<file path="config.mk">
export PLATFORM = sky130hd
export DESIGN_NAME = signed_integer_to_radix_string_flat
export DESIGN_NICKNAME = d
export VERILOG_FILES = /design/src/design/sirs_pkg.sv /design/src/design/sirs_if.sv /design/src/design/sirs_front.sv /design/src/design/sirs_queue.sv /design/src/design/sirs_back.sv /design/src/design/signed_integer_to_radix_string.sv /design/src/flat_wrapper.sv
export SDC_FILE = /design/constraint.sdc
export NUM_CORES = 1
export LEC_CHECK = 0
export ABC_CLOCK_PERIOD_IN_PS = 28300
export BUFFER_PORTS_ARGS = -buffer_cell sky130_fd_sc_hd__buf_2
export CELL_PAD_IN_SITES_DETAIL_PLACEMENT = 1
export CELL_PAD_IN_SITES_GLOBAL_PLACEMENT = 2
export CORE_ASPECT_RATIO = 0.5
export CORE_UTILIZATION = 48
export DETAILED_ROUTE_END_ITERATION = 12
export GPL_ROUTABILITY_DRIVEN = 0
export PLACE_DENSITY = 0.93
export SYNTH_ARGS = -nofsm -noshare
export SYNTH_HDL_FRONTEND = slang
export SYNTH_SLANG_ARGS = --single-unit
</file>
<file path="constraint.sdc">
create_clock -name i_clk -period 28.3 [get_ports i_clk]
set_input_delay 1.415 -clock i_clk [delete_from_list [all_inputs] [get_ports i_clk]]
set_output_delay 1.415 -clock i_clk [all_outputs]
set_load 0.01 [all_outputs]
</file>
<file path="src/design/sirs_pkg.sv">
// shared types, constants and the digit table for the radix string converter
// no dependencies
package sirs_pkg;

    // legal base range
    localparam logic [4:0] RADIX_MIN = 5'd2;
    localparam logic [4:0] RADIX_MAX = 5'd16;

    // ascii minus sign
    localparam logic [6:0] MINUS_CODE = 7'h2D;

    // dividend bits handled per divider step
    localparam int CHUNK_BITS = 8;

    // depth of the queue between front and back
    localparam int QUEUE_DEPTH = 2;

    // what the front end learns about one item
    typedef struct packed {
        logic [4:0] radix;
        logic       neg;
        logic       bad;
    } t_cls;

    // back end sequencer
    typedef enum logic [2:0] {
        ST_IDLE,
        ST_DIV,
        ST_SIGN,
        ST_EMIT,
        ST_ERR
    } t_back_state;

    // digit value to ascii
    function automatic logic [6:0] digit_char(input logic [3:0] d);
        logic [6:0] c;
        case (d)
            4'h0:    c = 7'h30;
            4'h1:    c = 7'h31;
            4'h2:    c = 7'h32;
            4'h3:    c = 7'h33;
            4'h4:    c = 7'h34;
            4'h5:    c = 7'h35;
            4'h6:    c = 7'h36;
            4'h7:    c = 7'h37;
            4'h8:    c = 7'h38;
            4'h9:    c = 7'h39;
            4'hA:    c = 7'h41;
            4'hB:    c = 7'h42;
            4'hC:    c = 7'h43;
            4'hD:    c = 7'h44;
            4'hE:    c = 7'h45;
            default: c = 7'h46;
        endcase
        return c;
    endfunction

endpackage

</file>
<file path="src/design/sirs_if.sv">
// valid/ready channel interfaces for the radix string converter
// no dependencies
interface sirs_in_if #(
    parameter int VALUE_BITS = 32
);
    logic                  valid;
    logic                  ready;
    logic [VALUE_BITS-1:0] value;
    logic [4:0]            radix;

    modport source (output valid, output value, output radix, input ready);
    modport sink   (input valid, input value, input radix, output ready);
endinterface

interface sirs_out_if;
    logic       valid;
    logic       ready;
    logic [6:0] char_code;
    logic       last_char;
    logic       bad_radix;

    modport source (output valid, output char_code, output last_char, output bad_radix,
                    input ready);
    modport sink   (input valid, input char_code, input last_char, input bad_radix,
                    output ready);
endinterface

</file>
<file path="src/design/sirs_front.sv">
// front end: takes input beats, checks the base, splits sign and magnitude
// depends on sirs_pkg and sirs_in_if
module sirs_front #(
    parameter int VALUE_BITS = 32
) (
    sirs_in_if.sink               i_in,
    input  logic                  i_q_ready,
    output logic                  o_q_valid,
    output logic [VALUE_BITS-1:0] o_q_mag,
    output sirs_pkg::t_cls        o_q_cls
);

    logic neg;

    // handshake passes straight into the queue
    assign o_q_valid = i_in.valid;
    assign i_in.ready = i_q_ready;

    // classification
    assign neg = i_in.value[VALUE_BITS-1];
    assign o_q_mag = neg ? (~i_in.value + VALUE_BITS'(1)) : i_in.value;

    always_comb begin
        o_q_cls.radix = i_in.radix;
        o_q_cls.neg   = neg;
        o_q_cls.bad   = !(i_in.radix inside {[sirs_pkg::RADIX_MIN:sirs_pkg::RADIX_MAX]});
    end

endmodule

</file>
<file path="src/design/sirs_queue.sv">
// short fifo decoupling the front end from the back end
// depends on sirs_pkg
module sirs_queue #(
    parameter int WIDTH = 39
) (
    input  logic             i_clk,
    input  logic             i_rst_n,
    input  logic             i_push,
    input  logic [WIDTH-1:0] i_data,
    output logic             o_full,
    input  logic             i_pop,
    output logic             o_empty,
    output logic [WIDTH-1:0] o_data
);

    localparam int PW = (sirs_pkg::QUEUE_DEPTH > 1) ? $clog2(sirs_pkg::QUEUE_DEPTH) : 1;
    localparam int CW = $clog2(sirs_pkg::QUEUE_DEPTH + 1);

    logic [WIDTH-1:0] r_mem [sirs_pkg::QUEUE_DEPTH];
    logic [PW-1:0]    r_wr_ptr, n_wr_ptr;
    logic [PW-1:0]    r_rd_ptr, n_rd_ptr;
    logic [CW-1:0]    r_count, n_count;
    logic             do_push, do_pop;

    assign o_full  = (r_count == CW'(sirs_pkg::QUEUE_DEPTH));
    assign o_empty = (r_count == '0);
    assign o_data  = r_mem[r_rd_ptr];
    assign do_push = i_push && !o_full;
    assign do_pop  = i_pop && !o_empty;

    // pointer and count update
    always_comb begin
        n_wr_ptr = r_wr_ptr;
        n_rd_ptr = r_rd_ptr;
        if (do_push) begin
            n_wr_ptr = (r_wr_ptr == PW'(sirs_pkg::QUEUE_DEPTH - 1)) ? '0 : r_wr_ptr + PW'(1);
        end
        if (do_pop) begin
            n_rd_ptr = (r_rd_ptr == PW'(sirs_pkg::QUEUE_DEPTH - 1)) ? '0 : r_rd_ptr + PW'(1);
        end
        n_count = r_count + CW'(do_push) - CW'(do_pop);
    end

    always_ff @(posedge i_clk) begin
        if (!i_rst_n) begin
            r_wr_ptr <= '0;
            r_rd_ptr <= '0;
            r_count  <= '0;
        end else begin
            r_wr_ptr <= n_wr_ptr;
            r_rd_ptr <= n_rd_ptr;
            r_count  <= n_count;
        end
    end

    // entry storage
    always_ff @(posedge i_clk) begin
        if (do_push) begin
            r_mem[r_wr_ptr] <= i_data;
        end
    end

endmodule

</file>
<file path="src/design/sirs_back.sv">
// back end: digit divider, digit buffer and character output register
// depends on sirs_pkg and sirs_out_if
module sirs_back #(
    parameter int VALUE_BITS = 32
) (
    input  logic                  i_clk,
    input  logic                  i_rst_n,
    input  logic                  i_q_valid,
    output logic                  o_q_pop,
    input  logic [VALUE_BITS-1:0] i_q_mag,
    input  sirs_pkg::t_cls        i_q_cls,
    sirs_out_if.source            o_out
);

    localparam int CB     = sirs_pkg::CHUNK_BITS;
    localparam int NCHUNK = (VALUE_BITS + CB - 1) / CB;
    localparam int W      = NCHUNK * CB;
    localparam int KW     = (NCHUNK > 1) ? $clog2(NCHUNK) : 1;
    localparam int IW     = $clog2(VALUE_BITS);
    localparam int NW     = $clog2(VALUE_BITS + 1);

    sirs_pkg::t_back_state r_state, n_state;

    logic [W-1:0]    r_work, n_work;
    logic [3:0]      r_rem, n_rem;
    logic [KW-1:0]   r_chunk, n_chunk;
    logic [4:0]      r_radix, n_radix;
    logic            r_neg, n_neg;
    logic [NW-1:0]   r_count, n_count;
    logic [IW-1:0]   r_idx, n_idx;
    logic [3:0]      r_rd_data;
    logic [3:0]      r_digits [VALUE_BITS];
    logic            wr_en;

    logic            r_out_valid, n_out_valid;
    logic [6:0]      r_char, n_char;
    logic            r_last, n_last;
    logic            r_bad, n_bad;

    logic            slot_free;
    logic            last_chunk;
    logic [3:0]      d_rem;
    logic [CB-1:0]   d_qbits;
    logic [W-1:0]    d_work;
    logic            d_zero;

    assign slot_free  = !r_out_valid || o_out.ready;
    assign last_chunk = (r_chunk == KW'(NCHUNK - 1));
    assign o_q_pop    = (r_state == sirs_pkg::ST_IDLE) && i_q_valid;

    assign o_out.valid     = r_out_valid;
    assign o_out.char_code = r_char;
    assign o_out.last_char = r_last;
    assign o_out.bad_radix = r_bad;

    // one chunk of restoring division by the base, remainder stays below 16
    always_comb begin
        logic [3:0] rem;
        logic [4:0] t;
        rem = r_rem;
        d_qbits = '0;
        for (int k = 0; k < CB; k++) begin
            t = {rem, r_work[W-1-k]};
            if (t >= r_radix) begin
                d_qbits[CB-1-k] = 1'b1;
                rem = 4'(t - r_radix);
            end else begin
                rem = t[3:0];
            end
        end
        d_rem  = rem;
        d_work = (r_work << CB) | W'(d_qbits);
        d_zero = (d_work == '0);
    end

    // next state
    always_comb begin
        n_state = r_state;
        case (r_state)
            sirs_pkg::ST_IDLE: begin
                if (i_q_valid) begin
                    n_state = i_q_cls.bad ? sirs_pkg::ST_ERR : sirs_pkg::ST_DIV;
                end
            end
            sirs_pkg::ST_DIV: begin
                if (last_chunk && d_zero) begin
                    n_state = sirs_pkg::ST_SIGN;
                end
            end
            sirs_pkg::ST_SIGN: begin
                if (!r_neg || slot_free) begin
                    n_state = sirs_pkg::ST_EMIT;
                end
            end
            sirs_pkg::ST_EMIT: begin
                if (slot_free && r_idx == '0) begin
                    n_state = sirs_pkg::ST_IDLE;
                end
            end
            sirs_pkg::ST_ERR: begin
                if (slot_free) begin
                    n_state = sirs_pkg::ST_IDLE;
                end
            end
            default: n_state = sirs_pkg::ST_IDLE;
        endcase
    end

    // datapath and output register
    always_comb begin
        n_work      = r_work;
        n_rem       = r_rem;
        n_chunk     = r_chunk;
        n_radix     = r_radix;
        n_neg       = r_neg;
        n_count     = r_count;
        n_idx       = r_idx;
        wr_en       = 1'b0;
        n_out_valid = o_out.ready ? 1'b0 : r_out_valid;
        n_char      = r_char;
        n_last      = r_last;
        n_bad       = r_bad;
        case (r_state)
            sirs_pkg::ST_IDLE: begin
                if (i_q_valid) begin
                    n_work  = W'(i_q_mag);
                    n_rem   = '0;
                    n_chunk = '0;
                    n_radix = i_q_cls.radix;
                    n_neg   = i_q_cls.neg;
                    n_count = '0;
                end
            end
            sirs_pkg::ST_DIV: begin
                n_work = d_work;
                if (last_chunk) begin
                    wr_en   = 1'b1;
                    n_rem   = '0;
                    n_chunk = '0;
                    n_count = r_count + NW'(1);
                    n_idx   = r_count[IW-1:0];
                end else begin
                    n_rem   = d_rem;
                    n_chunk = r_chunk + KW'(1);
                end
            end
            sirs_pkg::ST_SIGN: begin
                if (r_neg && slot_free) begin
                    n_out_valid = 1'b1;
                    n_char      = sirs_pkg::MINUS_CODE;
                    n_last      = 1'b0;
                    n_bad       = 1'b0;
                end
            end
            sirs_pkg::ST_EMIT: begin
                if (slot_free) begin
                    n_out_valid = 1'b1;
                    n_char      = sirs_pkg::digit_char(r_rd_data);
                    n_last      = (r_idx == '0);
                    n_bad       = 1'b0;
                    if (r_idx != '0) begin
                        n_idx = r_idx - IW'(1);
                    end
                end
            end
            sirs_pkg::ST_ERR: begin
                if (slot_free) begin
                    n_out_valid = 1'b1;
                    n_char      = '0;
                    n_last      = 1'b1;
                    n_bad       = 1'b1;
                end
            end
            default: begin
                n_out_valid = 1'b0;
            end
        endcase
    end

    // control registers
    always_ff @(posedge i_clk) begin
        if (!i_rst_n) begin
            r_state     <= sirs_pkg::ST_IDLE;
            r_out_valid <= 1'b0;
            r_chunk     <= '0;
            r_count     <= '0;
            r_idx       <= '0;
            r_neg       <= 1'b0;
        end else begin
            r_state     <= n_state;
            r_out_valid <= n_out_valid;
            r_chunk     <= n_chunk;
            r_count     <= n_count;
            r_idx       <= n_idx;
            r_neg       <= n_neg;
        end
    end

    // payload registers
    always_ff @(posedge i_clk) begin
        r_work  <= n_work;
        r_rem   <= n_rem;
        r_radix <= n_radix;
        r_char  <= n_char;
        r_last  <= n_last;
        r_bad   <= n_bad;
    end

    // digit buffer, least significant digit first, registered read
    always_ff @(posedge i_clk) begin
        if (wr_en) begin
            r_digits[r_count[IW-1:0]] <= d_rem;
        end
        r_rd_data <= r_digits[n_idx];
    end

endmodule

</file>
<file path="src/design/signed_integer_to_radix_string.sv">
// top level of the signed integer to radix ascii converter
// depends on sirs_pkg, sirs_if, sirs_front, sirs_queue and sirs_back
//
//  channel  dir  fields                                 beat
//  i_in     in   value[VALUE_BITS-1:0], radix[4:0]      one integer to convert
//  o_out    out  char_code[6:0], last_char, bad_radix   one ascii character
//
// an item leaves the queue from the idle state; the shared divider then finds its digits
// one by one (eight dividend bits a cycle), the sign state emits a minus sign only for a
// value < 0, and the digits leave the buffer; a bad base gets one beat from the error state.
// reset is synchronous, active low, and clears control state only.
// a two-entry queue takes new integers while the back end works; the output register
// holds a character until the sink takes it, stalling the sign, digit and error states.
module signed_integer_to_radix_string #(
    parameter int VALUE_BITS = 32
) (
    input  logic       i_clk,
    input  logic       i_rst_n,
    sirs_in_if.sink    i_in,
    sirs_out_if.source o_out
);

    localparam int QW = VALUE_BITS + $bits(sirs_pkg::t_cls);

    logic                  f_valid;
    logic                  q_full;
    logic                  q_empty;
    logic                  q_pop;
    logic [VALUE_BITS-1:0] f_mag;
    sirs_pkg::t_cls        f_cls;
    logic [QW-1:0]         q_data;
    logic [VALUE_BITS-1:0] b_mag;
    sirs_pkg::t_cls        b_cls;

    // front end
    sirs_front #(
        .VALUE_BITS(VALUE_BITS)
    ) u_front (
        .i_in      (i_in),
        .i_q_ready (!q_full),
        .o_q_valid (f_valid),
        .o_q_mag   (f_mag),
        .o_q_cls   (f_cls)
    );

    // queue between the two halves
    sirs_queue #(
        .WIDTH(QW)
    ) u_queue (
        .i_clk   (i_clk),
        .i_rst_n (i_rst_n),
        .i_push  (f_valid),
        .i_data  ({f_cls, f_mag}),
        .o_full  (q_full),
        .i_pop   (q_pop),
        .o_empty (q_empty),
        .o_data  (q_data)
    );

    assign b_mag = q_data[VALUE_BITS-1:0];
    assign b_cls = q_data[QW-1:VALUE_BITS];

    // back end
    sirs_back #(
        .VALUE_BITS(VALUE_BITS)
    ) u_back (
        .i_clk     (i_clk),
        .i_rst_n   (i_rst_n),
        .i_q_valid (!q_empty),
        .o_q_pop   (q_pop),
        .i_q_mag   (b_mag),
        .i_q_cls   (b_cls),
        .o_out     (o_out)
    );

endmodule

</file>
<file path="src/flat_wrapper.sv">
// flat-port wrapper written by rule: the top's interface ports become plain ports
module signed_integer_to_radix_string_flat 
#(
    parameter int VALUE_BITS = 32
)
  (i_clk, i_rst_n, i_in_valid, i_in_value, i_in_radix, i_in_ready, o_out_valid, o_out_char_code, o_out_last_char, o_out_bad_radix, o_out_ready);
  sirs_in_if #(.VALUE_BITS(VALUE_BITS)) i_in_i ();
  sirs_out_if o_out_i ();
  input  logic i_clk;
  input  logic i_rst_n;
  input wire logic [$bits(i_in_i.valid)-1:0] i_in_valid;
  input wire logic [$bits(i_in_i.value)-1:0] i_in_value;
  input wire logic [$bits(i_in_i.radix)-1:0] i_in_radix;
  output wire logic [$bits(i_in_i.ready)-1:0] i_in_ready;
  output wire logic [$bits(o_out_i.valid)-1:0] o_out_valid;
  output wire logic [$bits(o_out_i.char_code)-1:0] o_out_char_code;
  output wire logic [$bits(o_out_i.last_char)-1:0] o_out_last_char;
  output wire logic [$bits(o_out_i.bad_radix)-1:0] o_out_bad_radix;
  input wire logic [$bits(o_out_i.ready)-1:0] o_out_ready;
  assign i_in_i.valid = i_in_valid;
  assign i_in_i.value = i_in_value;
  assign i_in_i.radix = i_in_radix;
  assign i_in_ready = i_in_i.ready;
  assign o_out_valid = o_out_i.valid;
  assign o_out_char_code = o_out_i.char_code;
  assign o_out_last_char = o_out_i.last_char;
  assign o_out_bad_radix = o_out_i.bad_radix;
  assign o_out_i.ready = o_out_ready;
  signed_integer_to_radix_string #(.VALUE_BITS(VALUE_BITS)) u_core (.i_clk(i_clk), .i_rst_n(i_rst_n), .i_in(i_in_i), .o_out(o_out_i));
endmodule
</file>
==> run_results.csv, run 1 <==
group,metric,value,unit
status,outcome,"completed",
die,initial_core_util,0.493,
worst_setup_path,start_kind,"register",
detailed_routing,ant_nets,0,
global_route,antenna_found_initial,0,
worst_setup_path,reg2reg_slack,13.23,ns
detailed_routing,wl_per_cell,21.3,µm
clock_network,post_cts_resized,0,
synth,ys_seq_elements,282,
synth,syn_avg_cell_area,13.0,µm²
worst_setup_path,worstSetupPathDepth,51,
clock_network,cts_tree,"built",
global_route,grt_max_degree,66,
clock_network,cts_hold_buf,0,
timing,post-route-period-util,0.533,
worst_setup_path,critical_path.max_stage_delay,1.01,ns
synth,synth_top_area_cell,"edfxtp_1",
hold_path,hp-class,"reg -> reg",
worst_setup_path,cp-startpoint,"u_core.u_back.r_radix[1]",
detailed_routing,vias,8524,
detailed_routing,drt_wl_total,32000,µm
worst_setup_path,worst-path-buf-inv,2,
worst_setup_path,r2r_end,"u_core.u_back.r_rem[3]",
worst_setup_path,cp_common_cell,"a21o_1",
placed_design,dp_hpwl,21700,µm
timing,slew_violations,0,
clock_network,clk_pin_slew_worst_paths,0.07,ns
worst_setup_path,critPathCaptureType,"register",
timing,period_minus_slack,15.07,ns
synth,synthTopCellsByArea,"edfxtp_1 56%, mux2i_1 4.9%, ha_1 4.6%, dfxtp_1 3.8%, mux4_2 3.1%",
final_layout,nNetsFinal,1197,
final_layout,drive_gt1_frac,0.145,
worst_setup_path,worstPathArrival,15.43,ns
worst_setup_path,path_class,"reg -> reg",
clock_network,cts_buffers,25,
worst_setup_path,worst_path_max_delay_cell,"a311o_1",
synth,synth_top_cell_area_share,0.559,
die,die_w,241,µm
global_route,grtUsageTotal,0.223,
die,die_area,29400,µm²
worst_setup_path,crit_family,"compound AO/OA/AOI/OAI gates",
synth,synthArstFlopShare,0,
die,core-area,27900,µm²
clock_network,clock_latency,0.55,ns
synth,synth_flop_cell,"edfxtp_1",
hold_path,holdPathStages,2,
synth,ys_seq_area_frac,0.596,
timing,fin_skew,0.0297,ns
timing,relSlewSlack,0.135,
timing,setup_tns,0,ns
detailed_routing,route.detailed.drc,0,
placed_design,portBuffers,51,
clock_network,cts_root_buf,"clkbuf_16",
die,fp.dieH,122,µm
job,maxCapViolations,0,
detailed_routing,drtIter0Drc,526,
synth,synth_common_cells,"256 x edfxtp_1, 92 x nand2_1, 82 x nor2_1",
timing,max_freq,66.4,MHz
synth,synth_enable_flop_cells,256,
worst_setup_path,cp_max_fo,33,
final_layout,area_growth,10.6,%
clock_network,postCtsSetupRepairBufs,0,
final_layout,finalInstanceArea,15200,µm²
worst_setup_path,critical_path.reg2reg.startpoint,"u_core.u_back.r_radix[1]",
clock_network,clkSinkCount,282,
global_route,gr-total-overflow,0,
clock_network,cts_buffer_depth,3,
worst_setup_path,reg2reg_depth,51,
detailed_routing,firstDrtPassIters,5,
timing,hold_viol_final,0,
timing,worst_pin_slew,1.30,ns
final_layout,n_antenna_cell,0,
synth,synthCells,1056,
worst_setup_path,endpoint,"u_core.u_back.r_rem[3]",
synth,synthesis.nets,1156,
synth,synthMostInstantiatedCell,"edfxtp_1",
timing,setup_violations,0,
die,ios,52,
timing,grt_setup_unrepaired,"false",
synth,yosys_warnings,0,
synth,syn_area,13800,µm²
final_layout,post-route-util,0.545,
clock_network,htree_levels,1,
die,rows,43,
worst_setup_path,required,28.66,ns
global_route,grt_pass1_wl,50000,µm
global_route,grt_pass1_vias,9156,
synth,synthDistinctLibCells,66,
placed_design,dpl_cell_area,14400,µm²
detailed_routing,via_per_inst,5.69,
## how the worst min path moves through the flow
stage / startpoint / to / slack [ns]
2_1_floorplan: u_core.u_back.r_chunk[1] / u_core.u_back.r_chunk[1] / 0.45
3_3_place_gp: u_core.u_back.r_chunk[1] / u_core.u_back.r_chunk[1] / 0.46
3_5_place_dp: u_core.u_back.r_chunk[1] / u_core.u_back.r_chunk[1] / 0.48
4_1_cts: u_core.u_back.r_chunk[1] / u_core.u_back.r_chunk[1] / 0.49
5_1_grt: u_core.u_back.r_chunk[1] / u_core.u_back.r_chunk[1] / 0.54
6_report: u_core.u_back.r_chunk[1] / u_core.u_back.r_chunk[1] / 0.48
## worst min-delay path: cells and delay by family, from the launching register on
family / cells / cell delay, ns
AO/OA/AOI/OAI: 1 / 0.06
flip-flops: 1 / 0.32
AND/OR/NAND/NOR: 1 / 0.06
## sequential cells by signal, indices dropped and copies added (netlist names), 5 cells and up, named ones only
name	cells
u_core.u_back.o_out.char_code	7
u_core.u_back.r_count	5
u_core.u_back.r_digits	128
u_core.u_back.r_idx	5
u_core.u_back.r_radix	5
u_core.u_back.r_work	32
u_core.u_queue.r_mem	78
## stage by stage
stage,hold slack (ns),instances,setup slack [ns]
2_1_floorplan,0.452,1056,15.46
6_report,0.482,1498,13.23
3_5_place_dp,0.476,1452,13.47
5_1_grt,0.536,1498,12.16
4_1_cts,0.486,1498,13.28
3_3_place_gp,0.459,1452,14.15
## layer usage
layer  GRT usage  vias to the layer above  wire [µm]
met5           0                        -          0
met4      0.0574                        0        717
met3      0.0326                       49        969
met2       0.404                      140      16500
met1       0.281                     4302      13800
li1            -                     4033          -
## cell type report
class | instances | area, µm²
Sequential cell | 282 | 8210
Multi-Input combinational cell | 687 | 5220
Timing Repair Buffer | 58 | 308
Clock buffer | 33 | 676
Inverter | 43 | 161
Tap cell | 382 | 478
Fill cell | 2807 | 12700
Clock inverter | 13 | 169
## kinds of logic after synthesis
| kind of cell | count (synthesis) | synth area share |
|---|---|---|
| AOI/OAI and AO/OA | 188 | 0.0880 |
| xor gates and xnor gates | 51 | 0.0325 |
| DFF | 282 | 0.596 |
| and+or+nand+nor | 283 | 0.103 |
| buffers and inverters | 87 | 0.0258 |
| muxes | 106 | 0.0962 |
| adders and majority gates | 59 | 0.0580 |
## cells in the final DEF (no fill, tap or decap), drive strengths merged, types with 8 or more instances in the layout
cell type,n
a21o,40
a21oi,38
a31oi,8
buf,58
clkbuf,33
clkinv,8
dfxtp,26
edfxtp,256
fa,8
ha,51
inv,44
mux2,20
mux2i,67
mux4,19
nand2,92
nand2b,21
nand3,13
nor2,82
nor2b,9
nor3,10
nor4,14
o21ai,55
xnor2,40
xor2,11
Power of run 1 is left out: the tool's default activity adds up to more than one toggle a clock period on the data nets, which glitch-free logic cannot reach.
==> run 2: changes to the inputs <==
--- a/config.mk
+++ b/config.mk
@@ -5,15 +5,16 @@
 export SDC_FILE = /design/constraint.sdc
 export NUM_CORES = 1
 export LEC_CHECK = 0
-export ABC_CLOCK_PERIOD_IN_PS = 28300
+export ABC_AREA = 1
+export ABC_CLOCK_PERIOD_IN_PS = 12600
 export BUFFER_PORTS_ARGS = -buffer_cell sky130_fd_sc_hd__buf_2
 export CELL_PAD_IN_SITES_DETAIL_PLACEMENT = 1
 export CELL_PAD_IN_SITES_GLOBAL_PLACEMENT = 2
 export CORE_ASPECT_RATIO = 0.5
-export CORE_UTILIZATION = 48
+export CORE_UTILIZATION = 37
 export DETAILED_ROUTE_END_ITERATION = 12
 export GPL_ROUTABILITY_DRIVEN = 0
-export PLACE_DENSITY = 0.93
+export PLACE_DENSITY = 0.84
 export SYNTH_ARGS = -nofsm -noshare
 export SYNTH_HDL_FRONTEND = slang
 export SYNTH_SLANG_ARGS = --single-unit
==> constraint.sdc (replaced) <==
create_clock -name i_clk -period 12.6 [get_ports i_clk]
set_input_delay 0.63 -clock i_clk [delete_from_list [all_inputs] [get_ports i_clk]]
set_output_delay 0.63 -clock i_clk [all_outputs]
set_load 0.01 [all_outputs]
==> run 2 against run 1 <==
Compared with the run above:
- register-to-register slack lost 12 ns
- non-clock buffer count is 8 higher
- hold slack lost 0.19 ns
- wire length grew 14%
- flip-flop and latch count stayed put
- critical path depth grew 14
- critical path type unchanged
- highest routed layer unchanged
==> run_results.csv, run 2 <==
group,metric,value,unit
status,outcome,"completed",
final_layout,nNetsFinal,1643,
global_route,grt_max_degree,69,
placed_design,portBuffers,51,
synth,synthArstFlopShare,0,
die,die_area,40100,µm²
synth,syn_area,14500,µm²
synth,synthMostInstantiatedCell,"nand2_1",
timing,fin_skew,0.0207,ns
worst_setup_path,path_class,"reg -> reg",
final_layout,layout_commonest_cell,"nand2_1",
clock_network,cts_buffer_depth,3,
worst_setup_path,critPathCaptureType,"register",
timing,setup_tns,0,ns
global_route,use_met3,0.0230,
worst_setup_path,start_kind,"register",
synth,synthTopCellsByArea,"edfxtp_1 53%, nand2_1 8.0%, nand3_1 5.8%, inv_1 4.9%, ha_1 4.4%",
die,die_w,282,µm
synth,yosys_warnings,0,
global_route,grt_use_met1,0.232,
synth,syn_avg_cell_area,9.71,µm²
clock_network,cts_root_buf,"clkbuf_16",
hold_path,min_from,"i_in_radix[2]",
timing,grt_setup_unrepaired,"false",
final_layout,n_antenna_cell,0,
clock_network,htree_levels,1,
hold_path,hp-class,"in -> reg",
global_route,gr-total-overflow,0,
final_layout,drive_gt1_frac,0.0965,
job,maxCapViolations,0,
worst_setup_path,cp_max_fo,32,
synth,synth_common_cells,"308 x nand2_1, 256 x edfxtp_1, 191 x inv_1",
timing,period_minus_slack,11.42,ns
global_route,grtUsageMet2,0.341,
timing,setup_violations,0,
synth,synth_enable_flop_cells,256,
worst_setup_path,reg2reg_slack,1.18,ns
synth,synth_top_area_cell,"edfxtp_1",
detailed_routing,wl_per_cell,17.6,µm
global_route,grt_pass1_vias,11300,
synth,synthDistinctLibCells,48,
synth,synthCells,1496,
detailed_routing,drtIter0Drc,557,
timing,hold_viol_final,0,
synth,ys_seq_elements,282,
hold_path,holdPathStages,1,
timing,slew_violations,0,
timing,post-route-period-util,0.907,
clock_network,cts_buffers,27,
clock_network,clk_pin_slew_worst_paths,0.07,ns
clock_network,clkSinkCount,282,
worst_setup_path,crit_family,"simple AND/OR/NAND/NOR gates",
global_route,antenna_found_initial,0,
detailed_routing,via_per_inst,5.07,
timing,max_freq,87.5,MHz
detailed_routing,route.detailed.drc,0,
die,core-area,38000,µm²
clock_network,clock_latency,0.55,ns
detailed_routing,ant_nets,0,
worst_setup_path,worstSetupPathDepth,65,
worst_setup_path,required,12.86,ns
synth,synth_top_cell_area_share,0.529,
detailed_routing,firstDrtPassIters,5,
die,fp.dieH,142,µm
worst_setup_path,cp-startpoint,"u_core.u_back.r_radix[2]",
detailed_routing,drt_wl_total,36600,µm
worst_setup_path,worst-path-buf-inv,12,
global_route,grt_pass1_wl,59200,µm
global_route,grtUsageTotal,0.187,
die,initial_core_util,0.382,
clock_network,cts_tree,"built",
synth,ys_seq_area_frac,0.565,
worst_setup_path,reg2reg_depth,65,
timing,worst_pin_slew,1.21,ns
final_layout,final_cell_mix,"308 x nand2_1, 256 x edfxtp_1, 190 x inv_1, 167 x nand3_1, 134 x nor2_1",
final_layout,largest_register_ffs,128,
detailed_routing,vias,10600,
hold_path,worstHoldEndpoint,"u_core.u_queue.r_mem[0][36]",
final_layout,area_growth,11.4,%
placed_design,dp_hpwl,25000,µm
timing,relSlewSlack,0.193,
die,ios,52,
worst_setup_path,critical_path.reg2reg.startpoint,"u_core.u_back.r_radix[2]",
worst_setup_path,worst_path_max_delay_cell,"ha_1",
worst_setup_path,worstPathArrival,11.69,ns
die,rows,50,
clock_network,postCtsSetupRepairBufs,0,
worst_setup_path,r2r_end,"u_core.u_back.r_digits[12][0]",
synth,synthesis.nets,1596,
global_route,top_usage_layer,"met2",
synth,synth_flop_cell,"edfxtp_1",
worst_setup_path,critical_path.max_stage_delay,0.40,ns
==> run 2: cell count changes after synthesis, moves of 35 or more <==
| cell | before | now |
|---|---|---|
| mux2i_1 | 67 | 1 |
| nand3_1 | 11 | 167 |
| nand3b_1 | 4 | 52 |
| a21o_1 | 40 | 5 |
| nand2_1 | 92 | 308 |
| inv_1 | 43 | 191 |
| nor2_1 | 82 | 142 |
==> run 2: worst reg2reg max path, delay by kind of cell (launching register included) <==
kind                       cells  cell delay (ns)
and+or+nand+nor               33             4.48
adders and majority gates      8             2.61
AOI/OAI and AO/OA             12             2.26
buffers and inverters         12             1.41
DFF                            1             0.38
==> run 2: stage by stage <==
stage / cell area [µm²] / utilization / hold WS (ns) / setup WS (ns) / instances
3_5_place_dp: 15300 / 0.402 / 0.446 / 0.182 / 2034
2_1_floorplan: 14500 / - / 0.426 / 2.06 / 1496
4_1_cts: 16200 / 0.425 / 0.278 / 0.189 / 2084
6_report: 16200 / 0.426 / 0.294 / 1.18 / 2084
5_1_grt: 16200 / 0.426 / 0.281 / 0.00311 / 2084
3_3_place_gp: 15300 / 0.402 / 0.434 / 1.08 / 2034
==> run 2: layer usage <==
| metal | part of all wire | vias to the layer above |
|---|---|---|
| met5 | 0 | - |
| met4 | 0.023 | 0 |
| met3 | 0.027 | 61 |
| met2 | 0.51 | 153 |
| met1 | 0.44 | 5192 |
| li1 | - | 5160 |
==> run 2: how the worst max path moves through the flow <==
stage / endpoint / slack [ns]
6_report: u_core.u_back.r_digits[12][0] / 1.18
5_1_grt: u_core.u_back.r_digits[13][0] / 0.003
4_1_cts: u_core.u_back.r_digits[10][0] / 0.19
3_5_place_dp: u_core.u_back.r_digits[27][0] / 0.18
3_3_place_gp: u_core.u_back.r_digits[26][0] / 1.08
2_1_floorplan: u_core.u_back.r_digits[0][0] / 2.06
==> run 2: logic make-up (layout without fill, tap and decap cells) <==
family,Yosys count,count (layout),synth area share
AOI/OAI and AO/OA,138,138,0.0558
xor gates and xnor gates,45,45,0.0271
muxes,1,1,0.000689
adders and majority gates,59,59,0.0549
DFF,282,282,0.565
and+or+nand+nor,728,728,0.228
buffers and inverters,243,311,0.0684
==> run 2: area by class of cell <==
cell class	instances	area, µm²
Clock buffer	36	749
Fill cell	4374	21800
Inverter	195	736
Clock inverter	14	114
Multi-Input combinational cell	971	5370
Timing Repair Buffer	66	368
Sequential cell	282	8210
Tap cell	520	651
==> run 2: what timing repair did <==
action / in CTS / in global routing
gates resized for setup: 0 / 10
endpoints found under the setup margin: 0 / 136
hold buffers: 0 / 0
Power of run 2 is left out for the same reason.
==> run 3: changes to the inputs <==
--- a/config.mk
+++ b/config.mk
@@ -14,7 +14,8 @@
 export CORE_UTILIZATION = 37
 export DETAILED_ROUTE_END_ITERATION = 12
 export GPL_ROUTABILITY_DRIVEN = 0
-export PLACE_DENSITY = 0.84
+export PLACE_DENSITY_LB_ADDON = 0.1
+export REMOVE_ABC_BUFFERS = 1
 export SYNTH_ARGS = -nofsm -noshare
 export SYNTH_HDL_FRONTEND = slang
 export SYNTH_SLANG_ARGS = --single-unit
==> run 3 against run 2 <==
Compared with the run above:
- final cell count rose by 0.38%
- critical path type unchanged
- fmax barely moved
- sequential share of layout area decreased by 0.49 points
==> run_results.csv, run 3 (synthesis results as in run 2) <==
group,metric,value,unit
status,outcome,"completed",
job,maxCapViolations,0,
global_route,gr-total-overflow,0,
timing,setup_tns,0,ns
global_route,grtUsageTotal,0.192,
worst_setup_path,worstPathArrival,11.74,ns
clock_network,cts_buffer_depth,3,
worst_setup_path,cp_max_fo,11,
die,rows,50,
worst_setup_path,start_kind,"register",
worst_setup_path,path_class,"reg -> reg",
die,die_w,282,µm
final_layout,nNetsFinal,1652,
clock_network,clk_pin_slew_worst_paths,0.06,ns
hold_path,hp-class,"in -> reg",
detailed_routing,route.detailed.drc,0,
timing,fin_skew,0.0175,ns
global_route,grt_max_degree,69,
final_layout,area_growth,12.5,%
detailed_routing,ant_nets,0,
global_route,use_met3,0.0272,
clock_network,cts_root_buf,"clkbuf_16",
clock_network,htree_levels,1,
detailed_routing,vias,10600,
die,initial_core_util,0.382,
worst_setup_path,worst_path_max_delay_cell,"edfxtp_1",
final_layout,layout_commonest_cell,"nand2_1",
timing,max_freq,87.5,MHz
global_route,grt_pass1_vias,11100,
worst_setup_path,required,12.91,ns
placed_design,portBuffers,51,
timing,relSlewSlack,0.176,
die,fp.dieH,142,µm
timing,hold_viol_final,0,
global_route,top_usage_layer,"met2",
worst_setup_path,critical_path.max_stage_delay,0.46,ns
timing,worst_pin_slew,1.23,ns
global_route,grtUsageMet2,0.340,
final_layout,n_antenna_cell,0,
clock_network,clock_latency,0.57,ns
clock_network,clkSinkCount,282,
detailed_routing,via_per_inst,5.05,
detailed_routing,wl_per_cell,18.2,µm
final_layout,largest_register_ffs,128,
global_route,antenna_found_initial,0,
final_layout,final_cell_mix,"308 x nand2_1, 256 x edfxtp_1, 189 x inv_1, 167 x nand3_1, 136 x nor2_1",
clock_network,cts_tree,"built",
detailed_routing,drtIter0Drc,457,
worst_setup_path,critPathCaptureType,"register",
final_layout,drive_gt1_frac,0.0986,
die,core-area,38000,µm²
timing,setup_violations,0,
global_route,grt_use_met1,0.248,
die,ios,52,
detailed_routing,drt_wl_total,38100,µm
placed_design,dp_hpwl,25600,µm
global_route,grt_pass1_wl,60000,µm
timing,slew_violations,0,
die,die_area,40100,µm²
hold_path,holdPathStages,1,
timing,period_minus_slack,11.43,ns
clock_network,cts_buffers,28,
timing,grt_setup_unrepaired,"false",
worst_setup_path,reg2reg_depth,66,
timing,post-route-period-util,0.907,
detailed_routing,firstDrtPassIters,5,
[run 3: cell count changes in the layout (fill, tap and decap cells not counted), moves of 2 or more]
cell        previous run  this run
nor2_1               134       136
clkinv_1               3         6
clkbuf_8               4         0
clkinv_4               2         0
nor2_2                 8         6
bufinv_16              1         5
buf_12                 0         2
clkinvlp_4             3         5
buf_4                 15        19
[run 3: routing by layer]
metal,up-vias,part of all wire
met5,-,0
met4,0,0.020
met3,43,0.025
met2,110,0.49
met1,5236,0.47
li1,5170,-
[run 3: final cells by class]
type / instances / area, µm²
multi-input combinational: 971 / 5360
fill: 4382 / 21700
inverter: 195 / 739
clock inverter: 17 / 216
sequential: 282 / 8210
timing repair inverter: 2 / 15.0
tap: 520 / 651
clock buffer: 33 / 719
timing repair buffer: 72 / 438
[run 3: worst max-delay path: cells and delay by family, from the launching register on]
kind	cells	cell delay [ns]
AOI/OAI and AO/OA	11	2.30
buffers and inverters	14	1.58
and+or+nand+nor	33	4.41
DFF	1	0.46
adders and majority gates	8	2.43
[run 3: what timing repair did]
item / 4_1_cts / 5_1_grt
setup buffers: 0 / 5
hold buffers: 0 / 0
endpoints found under the setup margin: 0 / 136
resized for setup: 0 / 12
[run 3: worst paths after layout]
kind	slack, ns	end	start
setup / recovery	1.17	u_core.u_back.r_digits[3][0]	u_core.u_back.r_rem[0]
hold / removal	0.28	u_core.u_queue.r_mem[1][36]	i_in_radix[2]
setup reg to reg	1.17	u_core.u_back.r_digits[3][0]	u_core.u_back.r_rem[0]
hold reg to reg	0.46	u_core.u_back.r_chunk[0]	u_core.u_back.r_chunk[0]
[run 3: through the flow]
stage | cell area [µm²] | utilization | setup slack (ns) | hold slack, ns | cells
floorplan | 14300 | - | 2.06 | 0.425 | 1448
global placement | 15300 | 0.403 | 1.14 | 0.435 | 2035
detailed placement | 15300 | 0.403 | 0.356 | 0.456 | 2035
CTS | 16200 | 0.427 | 0.261 | 0.243 | 2085
global route | 16300 | 0.430 | 0.0971 | 0.249 | 2092
finish | 16300 | 0.430 | 1.17 | 0.279 | 2092
Power of run 3 is left out for the same reason.
